File: src/rtl/fru_pkg.sv
// Shared types and constants of the fraction reduce unit.
package fru_pkg;

  // Width of the signed numerator and denominator.
  localparam int unsigned VALUE_WIDTH = 32;
  // Default depth of the queue between front and back.
  localparam int unsigned QUEUE_DEPTH = 4;

  // One fraction as it arrives.
  typedef struct packed {
    logic signed [VALUE_WIDTH-1:0] numerator;
    logic signed [VALUE_WIDTH-1:0] denominator;
  } in_item_t;

  // One reduced fraction as it leaves.
  typedef struct packed {
    logic signed [VALUE_WIDTH-1:0] reduced_numerator;
    logic        [VALUE_WIDTH-2:0] reduced_denominator;
    logic                          zero_denominator;
  } out_item_t;

  // Classified fraction: magnitudes, sign of the quotient, zero flag.
  typedef struct packed {
    logic [VALUE_WIDTH-1:0] mag_num;
    logic [VALUE_WIDTH-1:0] mag_den;
    logic                   negative;
    logic                   zero_den;
  } work_item_t;

endpackage

File: src/rtl/fru_front.sv
// Front end: accepts fractions, splits off signs and flags a zero denominator.
module fru_front (
  input  logic               clk,
  input  logic               rst_n,
  input  logic               in_push,
  output logic               in_full,
  input  fru_pkg::in_item_t  in_item,
  output logic               q_push,
  input  logic               q_full,
  output fru_pkg::work_item_t q_item
);
  import fru_pkg::*;

  logic       fr_valid_r, fr_valid_nxt;
  work_item_t fr_item_r;
  work_item_t cls_item;
  logic       accept;
  logic       num_neg, den_neg;

  // Classify the incoming item
  always_comb begin
    num_neg           = in_item.numerator[VALUE_WIDTH-1];
    den_neg           = in_item.denominator[VALUE_WIDTH-1];
    cls_item.mag_num  = num_neg ? (~in_item.numerator + 1'b1) : in_item.numerator;
    cls_item.mag_den  = den_neg ? (~in_item.denominator + 1'b1) : in_item.denominator;
    cls_item.negative = num_neg ^ den_neg;
    cls_item.zero_den = (in_item.denominator == '0);
  end

  // Hold the classified item until the queue takes it
  assign q_push  = fr_valid_r && !q_full;
  assign q_item  = fr_item_r;
  assign in_full = fr_valid_r && q_full;
  assign accept  = in_push && !in_full;

  always_comb begin
    fr_valid_nxt = fr_valid_r;
    if (accept) begin
      fr_valid_nxt = 1'b1;
    end else if (q_push) begin
      fr_valid_nxt = 1'b0;
    end
  end

  always_ff @(posedge clk) begin
    if (!rst_n) begin
      fr_valid_r <= 1'b0;
    end else begin
      fr_valid_r <= fr_valid_nxt;
    end
    if (accept) begin
      fr_item_r <= cls_item;
    end
  end

endmodule

File: src/rtl/fru_queue.sv
// Short queue of classified items between front and back.
module fru_queue #(
  parameter int unsigned DEPTH = fru_pkg::QUEUE_DEPTH
) (
  input  logic                clk,
  input  logic                rst_n,
  input  logic                push,
  output logic                full,
  input  fru_pkg::work_item_t push_item,
  input  logic                pop,
  output logic                empty,
  output fru_pkg::work_item_t pop_item
);
  import fru_pkg::*;

  localparam int unsigned PTR_W = (DEPTH > 1) ? $clog2(DEPTH) : 1;
  localparam int unsigned CNT_W = $clog2(DEPTH + 1);

  work_item_t       slots_r [DEPTH];
  logic [PTR_W-1:0] wr_ptr_r, wr_ptr_nxt;
  logic [PTR_W-1:0] rd_ptr_r, rd_ptr_nxt;
  logic [CNT_W-1:0] count_r, count_nxt;
  logic             do_push, do_pop;

  assign full     = (count_r == CNT_W'(DEPTH));
  assign empty    = (count_r == '0);
  assign do_push  = push && !full;
  assign do_pop   = pop && !empty;
  assign pop_item = slots_r[rd_ptr_r];

  // Advance pointers and occupancy
  always_comb begin
    wr_ptr_nxt = wr_ptr_r;
    rd_ptr_nxt = rd_ptr_r;
    count_nxt  = count_r;
    if (do_push) begin
      wr_ptr_nxt = (wr_ptr_r == PTR_W'(DEPTH - 1)) ? '0 : wr_ptr_r + 1'b1;
    end
    if (do_pop) begin
      rd_ptr_nxt = (rd_ptr_r == PTR_W'(DEPTH - 1)) ? '0 : rd_ptr_r + 1'b1;
    end
    if (do_push && !do_pop) begin
      count_nxt = count_r + 1'b1;
    end else if (do_pop && !do_push) begin
      count_nxt = count_r - 1'b1;
    end
  end

  always_ff @(posedge clk) begin
    if (!rst_n) begin
      wr_ptr_r <= '0;
      rd_ptr_r <= '0;
      count_r  <= '0;
    end else begin
      wr_ptr_r <= wr_ptr_nxt;
      rd_ptr_r <= rd_ptr_nxt;
      count_r  <= count_nxt;
    end
    if (do_push) begin
      slots_r[wr_ptr_r] <= push_item;
    end
  end

endmodule

File: src/rtl/fru_back.sv
// Back end: binary GCD, two serial divisions and sign placement.
module fru_back (
  input  logic                clk,
  input  logic                rst_n,
  input  logic                q_empty,
  output logic                q_pop,
  input  fru_pkg::work_item_t q_item,
  output logic                out_empty,
  input  logic                out_pop,
  output fru_pkg::out_item_t  out_item
);
  import fru_pkg::*;

  localparam int unsigned W    = VALUE_WIDTH;
  localparam int unsigned KW   = $clog2(W);
  localparam int unsigned CW   = $clog2(W);

  typedef enum logic [1:0] {
    ST_IDLE,
    ST_GCD,
    ST_DIV,
    ST_FIN
  } state_t;

  state_t         state_r, state_nxt;
  logic [W-1:0]   a_r, a_nxt;
  logic [W-1:0]   b_r, b_nxt;
  logic [KW-1:0]  k_r, k_nxt;
  logic [W-1:0]   g_r, g_nxt;
  logic [W-1:0]   nq_r, nq_nxt;
  logic [W-1:0]   dq_r, dq_nxt;
  logic [W-1:0]   nrem_r, nrem_nxt;
  logic [W-1:0]   drem_r, drem_nxt;
  logic [CW-1:0]  cnt_r, cnt_nxt;
  logic           neg_r, neg_nxt;
  logic           zero_r, zero_nxt;
  logic           ov_r, ov_nxt;
  out_item_t      res_r, res_nxt;

  logic [W:0]     diff_ab, diff_ba;
  logic [W:0]     ntrial, dtrial;
  logic [W:0]     ntrial_sub, dtrial_sub;
  logic [W-1:0]   sat_half;
  logic [W-1:0]   neg_qn;
  out_item_t      fin_item;

  assign q_pop     = (state_r == ST_IDLE) && !q_empty;
  assign out_empty = !ov_r;
  assign out_item  = res_r;
  assign sat_half  = {1'b0, {(W-1){1'b1}}};

  // Subtractors of the GCD step and trial subtractions of both dividers
  always_comb begin
    diff_ab    = {1'b0, a_r} - {1'b0, b_r};
    diff_ba    = {1'b0, b_r} - {1'b0, a_r};
    ntrial     = {nrem_r, nq_r[W-1]};
    dtrial     = {drem_r, dq_r[W-1]};
    ntrial_sub = ntrial - {1'b0, g_r};
    dtrial_sub = dtrial - {1'b0, g_r};
  end

  // Build the result: saturate, put the sign on the numerator, and give 0/0 on a zero denominator
  always_comb begin
    neg_qn = ~nq_r + 1'b1;
    fin_item.zero_denominator    = zero_r;
    fin_item.reduced_denominator = dq_r[W-1] ? sat_half[W-2:0] : dq_r[W-2:0];
    if (nq_r != '0 && neg_r) begin
      fin_item.reduced_numerator = neg_qn;
    end else begin
      fin_item.reduced_numerator = nq_r[W-1] ? sat_half : nq_r;
    end
    if (zero_r) begin
      fin_item.reduced_numerator   = '0;
      fin_item.reduced_denominator = '0;
    end
  end

  // Sequence one item through GCD and division
  always_comb begin
    state_nxt = state_r;
    a_nxt     = a_r;
    b_nxt     = b_r;
    k_nxt     = k_r;
    g_nxt     = g_r;
    nq_nxt    = nq_r;
    dq_nxt    = dq_r;
    nrem_nxt  = nrem_r;
    drem_nxt  = drem_r;
    cnt_nxt   = cnt_r;
    neg_nxt   = neg_r;
    zero_nxt  = zero_r;
    ov_nxt    = ov_r;
    res_nxt   = res_r;

    // drop the result once taken
    if (ov_r && out_pop) begin
      ov_nxt = 1'b0;
    end

    case (state_r)
      ST_IDLE: begin
        if (!q_empty) begin
          a_nxt    = q_item.mag_num;
          b_nxt    = q_item.mag_den;
          nq_nxt   = q_item.mag_num;
          dq_nxt   = q_item.mag_den;
          k_nxt    = '0;
          neg_nxt  = q_item.negative;
          zero_nxt = q_item.zero_den;
          state_nxt = q_item.zero_den ? ST_FIN : ST_GCD;
        end
      end
      ST_GCD: begin
        if (a_r == '0) begin
          g_nxt     = b_r << k_r;
          nrem_nxt  = '0;
          drem_nxt  = '0;
          cnt_nxt   = '0;
          state_nxt = ST_DIV;
        end else if (b_r == '0) begin
          g_nxt     = a_r << k_r;
          nrem_nxt  = '0;
          drem_nxt  = '0;
          cnt_nxt   = '0;
          state_nxt = ST_DIV;
        end else if (!a_r[0] && !b_r[0]) begin
          a_nxt = a_r >> 1;
          b_nxt = b_r >> 1;
          k_nxt = k_r + 1'b1;
        end else if (!a_r[0]) begin
          a_nxt = a_r >> 1;
        end else if (!b_r[0]) begin
          b_nxt = b_r >> 1;
        end else if (!diff_ab[W]) begin
          a_nxt = {1'b0, diff_ab[W-1:1]};
        end else begin
          b_nxt = {1'b0, diff_ba[W-1:1]};
        end
      end
      ST_DIV: begin
        // one quotient bit per cycle for both magnitudes
        if (!ntrial_sub[W]) begin
          nrem_nxt = ntrial_sub[W-1:0];
          nq_nxt   = {nq_r[W-2:0], 1'b1};
        end else begin
          nrem_nxt = ntrial[W-1:0];
          nq_nxt   = {nq_r[W-2:0], 1'b0};
        end
        if (!dtrial_sub[W]) begin
          drem_nxt = dtrial_sub[W-1:0];
          dq_nxt   = {dq_r[W-2:0], 1'b1};
        end else begin
          drem_nxt = dtrial[W-1:0];
          dq_nxt   = {dq_r[W-2:0], 1'b0};
        end
        cnt_nxt = cnt_r + 1'b1;
        if (cnt_r == CW'(W - 1)) begin
          state_nxt = ST_FIN;
        end
      end
      ST_FIN: begin
        if (!ov_r || out_pop) begin
          res_nxt   = fin_item;
          ov_nxt    = 1'b1;
          state_nxt = ST_IDLE;
        end
      end
      default: begin
        state_nxt = ST_IDLE;
      end
    endcase
  end

  always_ff @(posedge clk) begin
    if (!rst_n) begin
      state_r <= ST_IDLE;
      ov_r    <= 1'b0;
    end else begin
      state_r <= state_nxt;
      ov_r    <= ov_nxt;
    end
    a_r    <= a_nxt;
    b_r    <= b_nxt;
    k_r    <= k_nxt;
    g_r    <= g_nxt;
    nq_r   <= nq_nxt;
    dq_r   <= dq_nxt;
    nrem_r <= nrem_nxt;
    drem_r <= drem_nxt;
    cnt_r  <= cnt_nxt;
    neg_r  <= neg_nxt;
    zero_r <= zero_nxt;
    res_r  <= res_nxt;
  end

endmodule

File: src/rtl/fraction_reduce_unit.sv
// Top level of the fraction reduce unit.
// Reduces a signed fraction to lowest terms: the greatest common divisor of
// the two magnitudes is found with a binary GCD (one shift or subtract-and-
// shift per cycle), then both magnitudes are divided by it in two restoring
// dividers side by side, one quotient bit per cycle. The sign goes on the
// numerator; the denominator is never negative. A zero denominator raises
// zero_denominator and gives 0/0 without the GCD loop or the dividers. In the
// back end an item is loaded, goes through the GCD loop and the dividers, and
// its result is written to the output register; before that it sits in the
// front register. The front end and a QUEUE_DEPTH entry queue keep taking
// items while the back end works and while a finished result waits to be
// popped, until the queue and the front register are full.
module fraction_reduce_unit #(
  parameter int unsigned QUEUE_DEPTH = fru_pkg::QUEUE_DEPTH
) (
  input  logic               clk,
  input  logic               rst_n,
  input  logic               in_push,
  output logic               in_full,
  input  fru_pkg::in_item_t  in_item,
  output logic               out_empty,
  input  logic               out_pop,
  output fru_pkg::out_item_t out_item
);
  import fru_pkg::*;

  logic       q_push, q_full, q_pop, q_empty;
  work_item_t q_wr_item, q_rd_item;

  fru_front u_front (
    .clk     (clk),
    .rst_n   (rst_n),
    .in_push (in_push),
    .in_full (in_full),
    .in_item (in_item),
    .q_push  (q_push),
    .q_full  (q_full),
    .q_item  (q_wr_item)
  );

  fru_queue #(
    .DEPTH (QUEUE_DEPTH)
  ) u_queue (
    .clk       (clk),
    .rst_n     (rst_n),
    .push      (q_push),
    .full      (q_full),
    .push_item (q_wr_item),
    .pop       (q_pop),
    .empty     (q_empty),
    .pop_item  (q_rd_item)
  );

  fru_back u_back (
    .clk       (clk),
    .rst_n     (rst_n),
    .q_empty   (q_empty),
    .q_pop     (q_pop),
    .q_item    (q_rd_item),
    .out_empty (out_empty),
    .out_pop   (out_pop),
    .out_item  (out_item)
  );

endmodule

File: config.mk
export PLATFORM = sky130hd
export DESIGN_NAME = fraction_reduce_unit
export DESIGN_NICKNAME = d
export VERILOG_FILES = /design/src/rtl/fru_pkg.sv /design/src/rtl/fru_front.sv /design/src/rtl/fru_queue.sv /design/src/rtl/fru_back.sv /design/src/rtl/fraction_reduce_unit.sv
export SDC_FILE = /design/constraint.sdc
export NUM_CORES = 1
export LEC_CHECK = 0
export ABC_AREA = 0
export BUFFER_PORTS_ARGS = -buffer_cell sky130_fd_sc_hd__buf_2
export CELL_PAD_IN_SITES_DETAIL_PLACEMENT = 1
export CELL_PAD_IN_SITES_GLOBAL_PLACEMENT = 2
export CORE_ASPECT_RATIO = 1.75
export CORE_MARGIN = 5
export CORE_UTILIZATION = 29
export CTS_CLUSTER_DIAMETER = 80
export CTS_CLUSTER_SIZE = 24
export DETAILED_ROUTE_END_ITERATION = 10
export PLACE_DENSITY = 0.59
export SYNTH_ARGS = -nofsm -noshare
export SYNTH_HDL_FRONTEND = slang
export SYNTH_SLANG_ARGS = --single-unit
File: constraint.sdc
create_clock -name clk -period 10.4 [get_ports clk]
set_input_delay 1.04 -clock clk [delete_from_list [all_inputs] [get_ports clk]]
set_output_delay 1.04 -clock clk [all_outputs]
set_load 0.01 [all_outputs]
**After elaboration in Yosys (flattened, before gate mapping)**

Memory sizes are Yosys's and may differ from the RTL's. A register that Yosys moved wholly into a read port is not among the register bits.
Index checks and enable logic that the tools add are counted.

- Input port bits: 68
- Bits in writable memories: 264
- Memories: 1
- Register bits after elaboration: 377

- Bitwise operators: 5
- Multiplexer cells: 61
- Shift-type cells: 2
- $add $sub $neg: 13
- Equal/unequal tests: 18
- Reduce and logical (&&, ||, !) cells: 43

Memory list:

| memory | depth | bits a word | rd ports | clocked after Yosys merged registers in | wr ports | RTL line | text |
|---|---|---|---|---|---|---|---|
| u_queue.slots_r | 4 | 66 | 1 | 1 | 1 | fru_queue.sv:19 | `work_item_t slots_r [DEPTH];` |

Operators with widths:

| kind | number |
|---|---|
| $mux 32 | 21 |
| $pmux 32 s2 | 6 |
| $mux 31 | 4 |
| $add 32x1->32 const B | 3 |
| $logic_not 32->1 | 3 |
| $not 32->32 | 3 |
| $sub 33x32->33 | 2 |
| $shl 32x5->32 | 2 |
| $sub 32x32->33 | 1 |
| $reduce_bool 32->1 | 1 |
| $sub 32x32->32 | 1 |
| $mux 5 | 6 |
| $mux 2 | 10 |
| $pmux 5 s2 | 2 |
| $ne 4x4->1 const B | 3 |
| $reduce_and 6->1 | 2 |
| $reduce_bool 2->1 | 6 |
| $logic_and 1x1->1 | 11 |
| $add 5x1->5 const B | 2 |
| $reduce_and 2->1 | 5 |
| $reduce_and 5->1 | 2 |
| $mux 1 | 9 |
| $eq 2x2->1 const B | 4 |
| $logic_not 1->1 | 8 |
| 17 further kinds | 25 |

**Depth between registers and ports, before layout**

Gate-level depths: netlist of run 1.

- Depth after elaboration: 8
- Gate-level depth with buffers: 18
- Mapped depth without buffers: 14

**By module**

Synthesis of run 1 repeated with hierarchy kept, for this count alone.

- Cells, all modules: 3022
- Area, all modules: 35556.6 µm²

By module, submodules not included:

| module | cells an instance | times used | sequential area each (µm²) | area an instance (µm²) |
|---|---|---|---|---|
| fru_back | 2351 | 1 | 9068.7 | 22036.1 |
| fru_queue | 395 | 1 | 8107.8 | 9993.3 |
| fru_front | 276 | 1 | 2001.9 | 3527.1 |

**Least setup slack after synthesis of run 1**

OpenSTA, ideal clock, no wires.

- Path kind: reg-to-reg
- Start: reg u_back.a_r[0]
- End: reg u_back.b_r[10] (enable)
- Path slack: 4.566 ns
- Buffers on the path: 1
- Data arrival time: 5.368 ns
- Stages on the path, launching flop included: 14
- Period minus slack after synthesis: 5.834 ns
- Required time: 9.933 ns
- Setup time: 0.467 ns
- Cell sequence: edfxtp_1 > nor2b_1 > inv_1 > fa_1 > a211oi_1 > o21ai_1 > a21oi_1 > a211oi_1 > a21oi_1 > o31ai_2 > a41oi_2 > nor2_1 > clkbuf_1 > a21boi_0

- Word-level cells in the longest chain between the ends: 4
- Elaborated cells on any way between the ends: 8
- Classes of those cells: add/sub: 1; eq/ne: 3; reduce/logical: 4

RTL lines:

| what | RTL line | text |
|---|---|---|
| start, declared | fru_back.sv:26 | `logic [W-1:0] a_r, a_nxt;` |
| start signal, assigned | fru_back.sv:182 | `a_r <= a_nxt;` |
| parallel branches: the longest is 3 deep, another holds $sub 32x32->33 | n/a |  |
| $reduce_and 6->1 (no source line) (*) | n/a |  |
| end signal, assigned | fru_back.sv:183 | `b_r <= b_nxt;` |
| end, declared | fru_back.sv:27 | `logic [W-1:0] b_r, b_nxt;` |

Every way passes the cells marked *.
A chain may end at the register's enable or synchronous reset.

**Worst setup path after layout of run 1**

- Start: reg u_back.b_r[0]
- End: reg u_back.a_r[24], data pin

- Word-level cells in the longest chain between the ends: 8
- Elaborated cells on any way between the ends: 10
- Classes of those cells: add/sub: 1; mux: 7; reduce/logical: 2

RTL lines:

| what | RTL line | text |
|---|---|---|
| $sub 32x32->33 | fru_back.sv:54 | `diff_ab = {1'b0, a_r} - {1'b0, b_r};` |
| $mux 32 | fru_back.sv:134 | `end else if (!diff_ab[W]) begin` |
| $mux 32 | fru_back.sv:132 | `end else if (!b_r[0]) begin` |
| $mux 32 | fru_back.sv:130 | `end else if (!a_r[0]) begin` |
| $mux 32 (*) | fru_back.sv:126 | `end else if (!a_r[0] && !b_r[0]) begin` |
| $mux 32 (*) | fru_back.sv:120 | `end else if (b_r == '0) begin` |
| $mux 32 (*) | fru_back.sv:114 | `if (a_r == '0) begin` |
| $pmux 32 s2 (*) | fru_back.sv:100 | `case (state_r)` |
| via u_back.a_nxt[24] | fru_back.sv:26 |  |

The timed path passes the listed nets; every way through them passes the cells marked *. The select of a mux whose other input is x is not followed.

==> results.toml, run 1 <==
[run_status]
outcome = "completed"

[global_routing]
grt_util_all_layers_pct = 19.23
grt_first_pass_wirelength_mm = 186.2
number_of_global_route_vias_before_repair = 27460
gr-total-overflow = 0
gr-usage-met1_pct = 20.44
pin_count_of_the_biggest_net_entering_global_routing = 90
grt.met2_usage_pct = 37.30
antenna_found_initial = 1
grt_busiest_layer = "met2"
met3_usage_pct = 1.660

[synthesis]
synth-main-ff-cell = "edfxtp_1"
postSynth.asyncResetShare_pct = 0
synth-edff-count = 630
postSynthRegisterBits = 643
synth.yosys.warnings = 0
synthesis.area_per_instance_um2 = 11.28
synth.cells.most_frequent = "edfxtp_1 (630), nor2_1 (363), nand2_1 (298)"
synth_largest_area_cell = "edfxtp_1"
synth_cell_type_count = 85
post-synth-top-area-fraction_pct = 53.45
synth_fp_nets = 3353
synth_top_cells_by_area = "edfxtp_1 (53%), ha_1 (5.0%), mux4_2 (4.3%), nor2_1 (3.8%), a21oi_1 (3.3%)"
seq_area_frac_synth_pct = 54.19
synthCells = 3138
top_count_cell_post_synth = "edfxtp_1"
netlist_area_um2 = 35390

[critical_path]
highest_net_fanout_along_the_worst_path = 19
worst_ep_required_time_ps = 10780
critPathCaptureType = "flop"
critical_path_arrival_ps = 6350
critPathLaunchType = "flop"
rr_worst_depth = 15
crit_type = "flop to flop"

[detailed_routing]
wl_mm = 127.6
drc_marker_count_from_the_first_detailed_route_iteration = 1608
antenna_left = 0
detail_route.first_pass.iterations = 5
detail_route.drc_violations = 0
avgViaCountPerCell = 5.217
route.detailed.wl_per_inst_um = 26.42
detailroute.via_count = 25200

[floorplanning]
die_w_um = 274.1
die_height_um = 472.2
die-area_um2 = 129400
std_cell_rows = 169
boundaryPins = 134
core_um2 = 121200
initial_utilization_pct = 29.21

[timing]
finalSetupTns_ps = 0
finalHoldViolCount = 0
max_slew_violation_total_from_the_final_report = 0
final_min_period_over_clock_period_pct = 57.40
max_slew_margin_pct = 18.73
fin_worst_skew_ps = 30.97
finalSetupViolations = 0
period_minus_slack_ps = 5970
setup_repair_after_global_routing_missed_its_margin = "false"
max_clock_freq_mhz = 167.5
worst-slew-pin-transition_ps = 1188

[clock_network]
clock_path_buffers = 3
clock_tree_from_tritoncts = "done"
clock_insertion_delay_worst_skew_ps = 630
cts.repair_timing.setup_buffer_count = 0
cts_repair_resize_count = 0
numClockSinks = 643
clkTransAtPathRegs_ps = 100
ctsHtreeMaxLevel = 2
ctsRootBufferMaster = "clkbuf_16"
cts_hold_buffers = 0
cts_inserted_buffers = 38

[worst_hold_path]
min_delay_path_depth = 0
timing.hold.worst.class = "flop to flop"

[pwr]
static-leakage-power_nw = 14.32
max-vdd-ir-drop_mv = 0.3225
design_power_total_w = 0.01408
power_density_nw_per_um2 = 360.5

[run]
timing.max_cap.violations = 0

[place]
dp_hpwl_mm = 98.30
final_weighted_congestion_in_routability_driven_placement = 0.9245
dpl.cell_count = 4774
port-buffer-count = 133

[final_layout]
layout.nets = 3405
layout-area-overhead-vs-synth_pct = 10.35
stdcell_count = 4830
antennaDiodeCount = 0
final_layout_size_suffix_gt1_share_pct = 11.48
[final timing paths]
path                            slack (ps)                      to          startpoint
worst max-delay path                  4430          u_back.a_r[24]       u_back.b_r[0]
worst min-delay path                   500  u_queue.slots_r[2][34]  u_front.q_item[34]
worst max register to register        4430          u_back.a_r[24]       u_back.b_r[0]
worst min register to register         500  u_queue.slots_r[2][34]  u_front.q_item[34]
[cell families after synthesis]
family                     after synthesis  share of synthesized area (%)
adders and majority gates              147                          5.303
xor gates and xnor gates               179                          4.429
AOI/OAI and AO/OA                      735                          13.22
and+or+nand+nor                        948                          12.09
muxes                                  177                          7.463
DFF                                    643                          54.19
buffers and inverters                  309                          3.309
[sequential cells by signal, summed over array words and instances (netlist names), 3 cells and up, named ones only]
signal and flops:
u_back.drem_r 32, u_back.b_r 32, u_back.k_r 5, u_back.nq_r 32, u_queue.count_r 3, u_back.g_r 32
u_queue.slots_r 264, u_back.out_item 64, u_back.dq_r 32, u_back.nrem_r 32, u_back.a_r 32, u_front.q_item 66
u_back.cnt_r 5
[cell type report]
cell class / count / area [µm²]
fillers: 13370 / 82100
flip-flops and latches: 643 / 19180
multi-input cells: 2186 / 15140
well taps: 1624 / 2032
repair buffers: 176 / 988.4
clock buffers: 40 / 958.4
inverters: 145 / 546.8
clock inverters: 16 / 205.2
[power by group]
group | internal, W | leakage (nW) | switching, W | total (W)
sequential | 0.00384 | 6.02 | 0.000637 | 0.00448
clock | 0.000701 | 0.558 | 0.000954 | 0.00166
combinational | 0.00265 | 7.75 | 0.00530 | 0.00795
total | 0.00719 | 14.3 | 0.00689 | 0.0141
[layer usage]
metal	part of all wire (%)	routed length [µm]
met1	36	46510
met2	55	70130
met3	2.3	2954
met4	6.3	7997
met5	0	0
[worst max-delay path: stages, from the launching register on]
cell,delay [ps]
edfxtp_1,800
nor2b_1,280
inv_1,90
fa_1,490
a211oi_1,440
o21ai_1,210
a21oi_1,540
a211oi_1,210
a21oi_1,410
o31ai_2,210
a41oi_2,580
nor2_2,190
buf_4,320
nand2_1,490
o221ai_1,240
o21a_1,180
[cell usage in the layout (no fill, tap or decap), types with 14 or more instances in the layout]
master / instances
mux2i_1: 85
o21bai_1: 14
mux2_2: 25
o31ai_1: 28
a211oi_1: 34
o221ai_1: 14
nor2_1: 359
a21oi_1: 236
xor2_1: 53
inv_1: 143
and2_1: 14
buf_2: 133
nand2_1: 298
a21o_1: 79
edfxtp_1: 630
nand4_1: 28
mux4_2: 67
clkbuf_16: 38
xnor2_1: 124
buf_4: 43
nor2b_1: 30
a31oi_1: 36
a22oi_1: 27
nor4_1: 22
nand3_1: 28
ha_1: 140
nor3_1: 46
or3_1: 31
o21ai_0: 132
o21a_1: 28
nand2b_1: 22
[per-stage QoR]
stage          hold slack [ps]  util (%)  area (µm²)  setup WS [ps]
4_1_cts                  512.6     32.24       39060           4487
3_5_place_dp             490.0     31.28       37900           4559
3_3_place_gp             466.9     31.28       37900           4615
6_report                 502.2     32.24       39060           4430
5_1_grt                  527.0     32.24       39060           4257
2_1_floorplan            424.4         -       35390           4566
Note: power is estimated with default switching activity, not from simulation.
==> run 2: changes to the inputs <==
clock period = 6.11 ns   (was 10.4 ns; I/O delays follow)
==> run 2 against run 1 <==
Largest cell class unchanged. Clock skew grew 4.5 ps. Sequential share of layout area shrank 0.19 points. Core utilization grew 0.12 points. Critical endpoint is now u_back.nq_r[0]. Highest routed layer unchanged.
==> results.toml, run 2 (same netlist as run 1, synthesis figures left out) <==
[run_status]
outcome = "completed"

[clock_network]
cts_repair_resize_count = 0
cts_inserted_buffers = 38
cts.repair_timing.setup_buffer_count = 0
clock_tree_from_tritoncts = "done"
clkTransAtPathRegs_ps = 100
numClockSinks = 643
ctsRootBufferMaster = "clkbuf_16"
cts_hold_buffers = 0
clock_insertion_delay_worst_skew_ps = 630
clock_path_buffers = 3
ctsHtreeMaxLevel = 2

[place]
placed_area_um2 = 38000
port-buffer-count = 133
final_weighted_congestion_in_routability_driven_placement = 0.9177
dp_hpwl_mm = 99.26
placement.setup.worst_slack_ps = 837.9

[detailed_routing]
detail_route.drc_violations = 0
detail_route.first_pass.iterations = 5
avgViaCountPerCell = 5.171
drc_marker_count_from_the_first_detailed_route_iteration = 1548
detailroute.via_count = 25060
wl_mm = 128.0
antenna_left = 0
route.detailed.wl_per_inst_um = 26.40

[timing]
period_minus_slack_ps = 5038
final_min_period_over_clock_period_pct = 82.45
worst-slew-pin-transition_ps = 1424
whs_ps = 221.6
post-route-worst-setup-slack_ps = 1072
finalSetupViolations = 0
fin_worst_skew_ps = 35.47
max_slew_margin_pct = 4.968
finalSetupTns_ps = 0
max_slew_violation_total_from_the_final_report = 0
max_clock_freq_mhz = 198.5
finalHoldViolCount = 0
setup_repair_after_global_routing_missed_its_margin = "false"

[global_routing]
grt_util_all_layers_pct = 19.21
antenna_found_initial = 1
gr-total-overflow = 0
pin_count_of_the_biggest_net_entering_global_routing = 73
grt_first_pass_wirelength_mm = 185.9
number_of_global_route_vias_before_repair = 27430

[pwr]
design_power_total_w = 0.02397
max-vdd-ir-drop_mv = 0.5526
static-leakage-power_nw = 14.40
power_density_nw_per_um2 = 611.3

[floorplanning]
core_um2 = 121200
boundaryPins = 134
die_height_um = 472.2
std_cell_rows = 169
initial_utilization_pct = 29.21
die_w_um = 274.1
die-area_um2 = 129400

[final_layout]
layout.cells.most_common = "edfxtp_1"
fillerInstances = 13340
layout-area-overhead-vs-synth_pct = 10.77
largest_register = "u_queue.slots_r"
layout_common_cells = "edfxtp_1 (630), nor2_1 (359), nand2_1 (298)"
postLayoutCellArea_um2 = 39210
largest_register_ff_count = 264
final_layout_size_suffix_gt1_share_pct = 11.74
layout.nets = 3416

[critical_path]
worst_ep_required_time_ps = 6370
crit_type = "flop to flop"
critPathCaptureType = "flop"
critical_path_arrival_ps = 5300
critPathLaunchType = "flop"
highest_net_fanout_along_the_worst_path = 44

[run]
timing.max_cap.violations = 0

[worst_hold_path]
timing.hold.worst.class = "input pin to flop"
run 2: changes by cell type in the layout (fill, tap and decap cells not counted), sizes merged:
| cell | previous run | this run |
|---|---|---|
| diode | 0 | 2 |
| clkinvlp | 2 | 0 |
| clkbuf | 40 | 44 |
| buf | 176 | 187 |
| clkinv | 8 | 9 |
run 2: cell type report:
type	count	area, µm²	area share (%)
inverters	145	546.8	1.395
flip-flops and latches	643	19180	48.93
multi-input cells	2186	15150	38.63
clock inverters	15	214.0	0.5457
well taps	1624	2032	5.183
diodes	2	5.005	0.01277
repair buffers	187	1096	2.796
clock buffers	44	983.4	2.508
run 2: routing by layer:
layer	wire, µm	GRT usage [%]	vias up
met1	46130	20.24	12730
met4	7054	8.821	0
met3	3466	1.757	186
met2	71310	37.89	468
li1	-	-	11670
met5	0	0	-
run 2: where the power goes:
part | total, W | switching (W) | internal [W]
clock | 0.00284 | 0.00162 | 0.00122
sequential | 0.00764 | 0.00111 | 0.00654
combinational | 0.0135 | 0.00887 | 0.00462
total | 0.0240 | 0.0116 | 0.0124
run 2: metrics by stage:
| step | std cells | util (%) |
|---|---|---|
| 2_1_floorplan | 3138 | - |
| 3_3_place_gp | 4785 | 31.37 |
| 3_5_place_dp | 4785 | 31.37 |
| 4_1_cts | 4844 | 32.35 |
| 5_1_grt | 4845 | 32.36 |
| 6_report | 4846 | 32.36 |
run 2: critical path, stage by stage (launching register included):
cell	delay [ps]
edfxtp_1	570
inv_1	260
ha_1	310
fa_1	450
nand2b_1	210
a21o_1	210
a31oi_1	180
buf_4	180
a31oi_1	190
a41o_1	310
a211oi_1	280
o22ai_1	210
xor2_4	460
buf_12	300
nand2b_1	230
o21ai_0	310
run 2: worst paths after layout:
kind                                    startpoint                      to  slack (ps)  depth (start not counted)
worst min register to register  u_front.q_item[56]  u_queue.slots_r[0][56]         510                          0
worst min-delay path                       in_push      u_front.fr_valid_r         220                          2
worst max-delay path               u_back.nq_r[31]          u_back.nq_r[0]        1070                         15
worst max register to register     u_back.nq_r[31]          u_back.nq_r[0]        1070                         15
